## src/hw/rtl/bba_pkg.sv

```systemverilog
// Shared types and constants for the buddy block allocator.
// No dependencies.
package bba_pkg;

  localparam int ListDepthDefault = 64;
  localparam int PoolOrderDefault = 10;
  localparam logic [7:0] FirstOwner = 8'd65;

  typedef enum logic [1:0] {
    ST_OK       = 2'd0,
    ST_NO_MEM   = 2'd1,
    ST_NO_OWNER = 2'd2,
    ST_FULL     = 2'd3
  } status_t;

endpackage

```

## src/hw/rtl/buddy_block_allocator_unit.sv

```systemverilog
// Buddy block allocator top level: block list memory, sequencer, result register.
// Depends on bba_pkg.
//
// Sequence: a request walks the list entry by entry, then for each split shifts
// the tail up by one entry. A release walks once to free its owner's blocks, then
// runs merge passes, each a walk plus a tail shift. The result fields are registered
// as the sequencer finishes, and out_valid is raised from the done state.
// Throughput: one transaction is worked at a time; in_stall is high from
// acceptance until the result leaves the output register.
// Reset: the list holds one free block of the whole pool; next owner is 65.
// The list is a single-port memory paced by one shared index counter.
module buddy_block_allocator_unit #(
  parameter int LIST_DEPTH = bba_pkg::ListDepthDefault,
  parameter int POOL_ORDER = bba_pkg::PoolOrderDefault
) (
  input  logic        clk,
  input  logic        rst,
  input  logic        in_valid,
  output logic        in_stall,
  input  logic        action,
  input  logic [15:0] request_size,
  input  logic [7:0]  release_owner,
  output logic        out_valid,
  input  logic        out_stall,
  output logic [1:0]  status,
  output logic [3:0]  granted_order,
  output logic [9:0]  granted_offset,
  output logic [7:0]  owner_id
);

  localparam int IW = $clog2(LIST_DEPTH);
  localparam int CW = $clog2(LIST_DEPTH + 1);
  localparam int OFFW = POOL_ORDER + 1;

  typedef enum logic [3:0] {
    S_IDLE, S_RQ_RD, S_RQ_CHK, S_SH_RD, S_SH_WR, S_SPLIT, S_GRANT,
    S_RL_RD, S_RL_CHK, S_MG_RD, S_MG_CHK, S_RM_RD, S_RM_WR, S_DONE
  } state_t;

  // entry word: order, free, owner
  logic [4:0]  mem_ord [LIST_DEPTH];
  logic        mem_free [LIST_DEPTH];
  logic [7:0]  mem_own [LIST_DEPTH];

  state_t        state;
  logic [CW-1:0] idx;
  logic [IW-1:0] sel;
  logic [4:0]    sel_ord;
  logic [CW-1:0] count;
  logic [CW-1:0] splits;
  logic [7:0]    next_owner;
  logic [4:0]    target;
  logic [OFFW-1:0] off;
  logic [OFFW-1:0] sel_off;
  logic          found;
  logic [7:0]    rel_id;
  logic [4:0]    rd_ord;
  logic          rd_free;
  logic [7:0]    rd_own;
  logic [4:0]    prev_ord;
  logic          prev_free;
  logic          have_prev;
  logic [OFFW-1:0] prev_off;
  logic [4:0]    tgt_calc;

  // round size up to a power of two
  always_comb begin
    tgt_calc = 5'd0;
    for (int b = 0; b < 17; b++) begin
      if (request_size > (17'd1 << b)) tgt_calc = 5'(b + 1);
    end
  end

  logic rd_en;
  logic [IW-1:0] rd_addr;
  logic wr_en;
  logic [IW-1:0] wr_addr;
  logic [4:0] wr_ord;
  logic wr_free;
  logic [7:0] wr_own;

  always_ff @(posedge clk) begin
    if (rd_en) begin
      rd_ord  <= mem_ord[rd_addr];
      rd_free <= mem_free[rd_addr];
      rd_own  <= mem_own[rd_addr];
    end
    if (rst) begin
      // load the reset image of entry zero: the whole pool, free
      mem_ord[0]  <= 5'(POOL_ORDER);
      mem_free[0] <= 1'b1;
    end else if (wr_en) begin
      mem_ord[wr_addr]  <= wr_ord;
      mem_free[wr_addr] <= wr_free;
      mem_own[wr_addr]  <= wr_own;
    end
  end

  // address and write control
  always_comb begin
    rd_en = 1'b0;
    rd_addr = IW'(idx);
    wr_en = 1'b0;
    wr_addr = IW'(idx);
    wr_ord = rd_ord;
    wr_free = rd_free;
    wr_own = rd_own;
    unique case (state)
      S_RQ_RD, S_RL_RD, S_MG_RD: rd_en = 1'b1;
      S_SH_RD: begin
        rd_en = 1'b1;
        rd_addr = IW'(idx - 1'b1);
      end
      S_SH_WR: wr_en = 1'b1;
      S_RM_RD: begin
        rd_en = 1'b1;
        rd_addr = IW'(idx + 1'b1);
      end
      S_RM_WR: wr_en = 1'b1;
      S_SPLIT: begin
        // the low half stays at sel; its final order is written at grant
        wr_en = 1'b1;
        wr_addr = sel + 1'b1;
        wr_ord = sel_ord - 5'd1;
        wr_free = 1'b1;
        wr_own = 8'd0;
      end
      S_GRANT: begin
        wr_en = 1'b1;
        wr_addr = sel;
        wr_ord = target;
        wr_free = 1'b0;
        wr_own = next_owner;
      end
      S_RL_CHK: begin
        wr_en = !rd_free && rd_own == rel_id;
        wr_addr = IW'(idx);
        wr_free = 1'b1;
        wr_own = 8'd0;
      end
      S_MG_CHK: begin
        wr_en = have_prev && rd_free && prev_free && rd_ord == prev_ord &&
                prev_ord < 5'(POOL_ORDER) &&
                (prev_off & ((OFFW'(1) << (prev_ord + 5'd1)) - 1'b1)) == '0;
        wr_addr = IW'(idx - 1'b1);
        wr_ord = prev_ord + 5'd1;
        wr_free = 1'b1;
        wr_own = 8'd0;
      end
      default: ;
    endcase
  end

  assign in_stall = (state != S_IDLE);

  logic mg_hit;
  assign mg_hit = wr_en;

  always_ff @(posedge clk) begin
    if (rst) begin
      state <= S_IDLE;
      count <= CW'(1);
      next_owner <= bba_pkg::FirstOwner;
      out_valid <= 1'b0;
      idx <= '0;
    end else begin
      unique case (state)
        S_IDLE: begin
          if (in_valid) begin
            rel_id <= release_owner;
            target <= tgt_calc;
            idx <= '0;
            off <= '0;
            found <= 1'b0;
            have_prev <= 1'b0;
            state <= action ? S_RL_RD : S_RQ_RD;
          end
        end
        S_RQ_RD: begin
          if (target > 5'(POOL_ORDER) || idx >= count) begin
            status <= bba_pkg::ST_NO_MEM;
            granted_order <= '0;
            granted_offset <= '0;
            owner_id <= '0;
            state <= S_DONE;
          end else state <= S_RQ_CHK;
        end
        S_RQ_CHK: begin
          if (rd_free && rd_ord >= target) begin
            sel <= IW'(idx);
            sel_ord <= rd_ord;
            sel_off <= off;
            if (count + CW'(rd_ord - target) > CW'(LIST_DEPTH) ||
                (count + CW'(rd_ord - target)) < count) begin
              status <= bba_pkg::ST_FULL;
              granted_order <= '0;
              granted_offset <= '0;
              owner_id <= '0;
              state <= S_DONE;
            end else begin
              splits <= CW'(rd_ord - target);
              idx <= count;
              state <= (rd_ord == target) ? S_GRANT : S_SH_RD;
            end
          end else begin
            off <= off + (OFFW'(1) << rd_ord);
            idx <= idx + 1'b1;
            state <= S_RQ_RD;
          end
        end
        S_SH_RD: begin
          // move entries above sel up by one, top first
          if (idx == CW'(sel) + 1'b1) state <= S_SPLIT;
          else state <= S_SH_WR;
        end
        S_SH_WR: begin
          idx <= idx - 1'b1;
          state <= S_SH_RD;
        end
        S_SPLIT: begin
          sel_ord <= sel_ord - 5'd1;
          count <= count + 1'b1;
          splits <= splits - 1'b1;
          idx <= count + 1'b1;
          state <= (splits == CW'(1)) ? S_GRANT : S_SH_RD;
        end
        S_GRANT: begin
          status <= bba_pkg::ST_OK;
          granted_order <= target[3:0];
          granted_offset <= 10'(sel_off);
          owner_id <= next_owner;
          next_owner <= next_owner + 8'd1;
          state <= S_DONE;
        end
        S_RL_RD: begin
          if (idx >= count) begin
            if (found) begin
              idx <= '0;
              off <= '0;
              have_prev <= 1'b0;
              state <= S_MG_RD;
            end else begin
              status <= bba_pkg::ST_NO_OWNER;
              granted_order <= '0;
              granted_offset <= '0;
              owner_id <= '0;
              state <= S_DONE;
            end
          end else state <= S_RL_CHK;
        end
        S_RL_CHK: begin
          if (mg_hit) found <= 1'b1;
          idx <= idx + 1'b1;
          state <= S_RL_RD;
        end
        S_MG_RD: begin
          if (idx >= count) begin
            status <= bba_pkg::ST_OK;
            granted_order <= '0;
            granted_offset <= '0;
            owner_id <= rel_id;
            state <= S_DONE;
          end else state <= S_MG_CHK;
        end
        S_MG_CHK: begin
          if (mg_hit) begin
            // drop entry idx by pulling the tail down
            state <= S_RM_RD;
          end else begin
            prev_ord <= rd_ord;
            prev_free <= rd_free;
            prev_off <= off;
            have_prev <= 1'b1;
            off <= off + (OFFW'(1) << rd_ord);
            idx <= idx + 1'b1;
            state <= S_MG_RD;
          end
        end
        S_RM_RD: begin
          if (idx + 1'b1 >= count) begin
            count <= count - 1'b1;
            idx <= '0;
            off <= '0;
            have_prev <= 1'b0;
            state <= S_MG_RD;
          end else state <= S_RM_WR;
        end
        S_RM_WR: begin
          idx <= idx + 1'b1;
          state <= S_RM_RD;
        end
        S_DONE: begin
          if (out_valid && !out_stall) begin
            out_valid <= 1'b0;
            state <= S_IDLE;
          end else begin
            out_valid <= 1'b1;
          end
        end
        default: state <= S_IDLE;
      endcase
    end
  end

endmodule

```

## config.mk

```make
export PLATFORM = sky130hd
export DESIGN_NAME = buddy_block_allocator_unit
export DESIGN_NICKNAME = d
export VERILOG_FILES = /design/src/hw/rtl/bba_pkg.sv /design/src/hw/rtl/buddy_block_allocator_unit.sv
export SDC_FILE = /design/constraint.sdc
export NUM_CORES = 2
export LEC_CHECK = 0
export BUFFER_PORTS_ARGS = -buffer_cell sky130_fd_sc_hd__buf_2
export CORE_UTILIZATION = 40
export DETAILED_ROUTE_END_ITERATION = 12
export HOLD_SLACK_MARGIN = 0.08
export PLACE_DENSITY = 0.52
export SLEW_MARGIN = 30
export SYNTH_ARGS = -nofsm -noshare
export SYNTH_HDL_FRONTEND = slang
export SYNTH_SLANG_ARGS = --single-unit
```

## constraint.sdc

```tcl
create_clock -name clk -period 11.3 [get_ports clk]
set_input_delay 2.26 -clock clk [delete_from_list [all_inputs] [get_ports clk]]
set_output_delay 2.26 -clock clk [all_outputs]
set_load 0.1 [all_outputs]
```

==> results.cfg <==
[synthesis]
synth-warning-count = 0
syn_avg_cell_area_um2 = 17.9
synth_top_area_share = 0.688
ys_types = 84
synth_edf_count = 1005
synth_ff_type = edfxtp_1
synth_cells = 2452
synth_top_area_cell = edfxtp_1
ys_ff_latch = 1032
syn_area_um2 = 43800
syn_nets = 2540
async_reset_ff_frac = 0
yosysSeqAreaShare = 0.701
synth.area.top_cells = edfxtp_1, mux4_2, nor2_1

[worst_setup_path]
r2r_cells = 14
worst_ep_required_time_ns = 11.62
endpoint = mem_own[61][0]
cp_max_fo = 28
worstReg2RegStart = prev_ord[0]
start_kind = flop
crit_arrival_ns = 6.02
worst-path-stages = 14
crit_path_frequent_cell = ha_1
slowest_stage = nor2_1
r2r_end = mem_own[61][0]
r2r_slack_ns = 5.60
crit_type = flop to flop
crit_path_end_kind = flop
slowest_delay_ns = 0.82
path_cells = ha_1 -> nand2_1 -> a21oi_2 -> o21ai_1 -> ha_1 -> inv_1 -> a221oi_1 -> nand4_1 -> a2111oi_2 -> o2111ai_1 -> a2111o_1 -> o21ai_4 -> nand4_4 -> nor2_1
crit_path_start = prev_ord[0]
crit_family = compound AO/OA/AOI/OAI gates
path_buf_inv = 1

[cts]
path_clk_slew_ns = 0.06
htreeDepth = 3
postCtsSetupBuffers = 0
clock_tree.buffer_depth = 3
cts_made_buffers = 105
cts_tree = done
clk_latency_ns = 0.70
clkSinkCount = 1032
cts_hold_buf = 0
cts_root_buffer = clkbuf_16
cts_resized = 0

[timing]
final-setup-viol-count = 0
fin_tns_setup_ns = 0
max_freq_ghz = 0.175
tightest_slew_ns = 0.991
fin_worst_skew_ns = 0.0211
finalHoldViolations = 0
maxSlewViolCount = 0
min_period_over_period = 0.504
whs_ns = 0.498
period_minus_slack_ns = 5.70
rsz0062_at_grt = no
max_slew_margin = 0.340

[power]
max-vdd-ir-drop_mv = 0.214
power.density_nw_per_um2 = 251
power_frac_seq = 0.401
switching_share = 0.338
leakage_uw = 0.0159
clockPowerShare = 0.277
pwr-share-comb = 0.321
p_switching_uw = 4190
internal-power_uw = 8200

[routing]
avgViaCountPerCell = 5.85
wire_per_inst_um = 29.0
drt_iter0_drc = 2722
drt_wl_total_um = 117000
drtPass1Iterations = 6
vias = 23636
drc = 0
antenna_left = 0

[min_path]
hold_class = flop to flop
hold_start = off[10]

[global_route]
grt_start_max_net_pins = 174
grt_overflow = 0
grt_pass1_wl_um = 173000
grt_pass1_vias = 23565
grt_usage = 0.213
antenna_found_initial = 2

[run_status]
status = finished, final reports clean

[final_layout]
nNetsFinal = 2628
finish.utilization = 0.454
syn2layout_area_growth_pct = 12.6
diodes = 0
fillCellCount = 9253
drive_gt1_frac = 0.228

[place]
globalplace.congestion = 0.851
dpl.hpwl_um = 73700
numPortBuffers = 54

[die]
ios = 55
core_area_um2 = 109000
start_util = 0.403
rows = 121
die_h_um = 333
die_area_um2 = 111000
fp.dieW_um = 333

[flow_run]
cap_viol_max_count = 0
[registers in the layout, indices dropped and copies added (netlist names), 10 cells and up]
signal          count
prev_off           11
granted_offset     10
off                11
sel_off            10
mem_ord           320
mem_own           512
mem_free           64
[worst min-delay path by stage]
stage	end	slack [ns]	depth (start not counted)
2_1_floorplan	prev_ord[0]	0.42	0
3_3_place_gp	prev_off[10]	0.48	0
3_5_place_dp	prev_off[10]	0.48	0
4_1_cts	prev_off[10]	0.50	0
5_1_grt	prev_off[10]	0.51	0
6_report	prev_off[10]	0.50	0
[synthesized netlist by cell type (all sizes together), types with 31 or more instances]
cell    instances
edfxtp       1005
mux4          280
nor2          225
nand2         113
clkbuf         73
a21oi          64
o21ai          59
ha             56
buf            51
inv            45
xnor2          42
nor3           37
a22oi          32
xor2           31
[kinds of logic (layout without fill, tap and decap cells)]
logic type / count (synthesis) / in the layout / synth area share
buffers and inverters: 169 / 346 / 0.0159
XOR/XNOR: 74 / 74 / 0.0151
multiplexers: 292 / 292 / 0.147
AND/OR/NAND/NOR: 524 / 524 / 0.0571
flip-flops: 1032 / 1032 / 0.701
adder cells (fa/ha/maj): 59 / 59 / 0.0174
AO/OA/AOI/OAI: 302 / 302 / 0.0473
[power by group through the flow]
| stage | Clock [uW] | Combinational, uW | Sequential (uW) |
|---|---|---|---|
| 4_1_cts | 3500 | 4010 | 4980 |
| 6_report | 3440 | 3980 | 4980 |
| 3_5_place_dp | 0 | 4000 | 5060 |
| 3_3_place_gp | 0 | 3980 | 5060 |
| 2_1_floorplan | 0 | 2440 | 5130 |
| 5_1_grt | 3630 | 4250 | 4990 |
[metal layers]
layer | wire length (um) | track usage | vias to the layer above
met5 | 0 | 0 | -
met4 | 2600 | 0.0561 | 0
met3 | 7730 | 0.0301 | 161
met2 | 54000 | 0.327 | 954
met1 | 52800 | 0.320 | 12406
li1 | - | - | 10115
[per-stage QoR]
stage / power, uW / cell area, um^2 / setup slack [ns] / cells
final: 12400 / 49400 / 5.60 / 4043
after global routing: 12900 / 49400 / 5.13 / 4043
after CTS: 12500 / 49300 / 5.37 / 4040
after detailed placement: 9060 / 45900 / 5.39 / 3844
after global placement: 9040 / 45800 / 5.61 / 3844
after floorplan: 7580 / 43800 / 3.40 / 2452
[layout by cell type (no fill, tap or decap), types with 8 or more instances in the layout]
| master | count |
|---|---|
| edfxtp_1 | 1005 |
| mux4_2 | 280 |
| nor2_1 | 224 |
| clkbuf_16 | 107 |
| nand2_1 | 106 |
| a21oi_1 | 61 |
| ha_1 | 56 |
| o21ai_0 | 55 |
| buf_2 | 54 |
| buf_4 | 45 |
| inv_1 | 44 |
| xnor2_1 | 39 |
| a22oi_1 | 32 |
| xor2_1 | 31 |
| nor3_1 | 30 |
| clkinv_1 | 27 |
| dfxtp_1 | 27 |
| nand2b_1 | 22 |
| and2_1 | 20 |
| nand3_1 | 18 |
| a21o_1 | 16 |
| clkinv_2 | 16 |
| nor2b_1 | 15 |
| a211oi_1 | 15 |
| clkbuf_1 | 15 |
| nand4_1 | 12 |
| a221oi_1 | 12 |
| a31oi_1 | 12 |
| mux2i_1 | 11 |
| nor4_1 | 11 |
| o21a_1 | 10 |
| clkinvlp_4 | 10 |
| bufinv_16 | 9 |
| a22o_2 | 8 |
| a22o_1 | 8 |
[cell type report]
type / instances / area [um^2] / area share
Clock buffer: 122 / 2730 / 0.0554
Inverter: 45 / 169 / 0.00342
Tap cell: 1414 / 1770 / 0.0358
Clock inverter: 74 / 663 / 0.0134
Multi-Input combinational cell: 1251 / 12600 / 0.255
Sequential cell: 1032 / 30700 / 0.622
Timing Repair Buffer: 105 / 734 / 0.0149
Note: power is estimated with default switching activity, not from simulation.
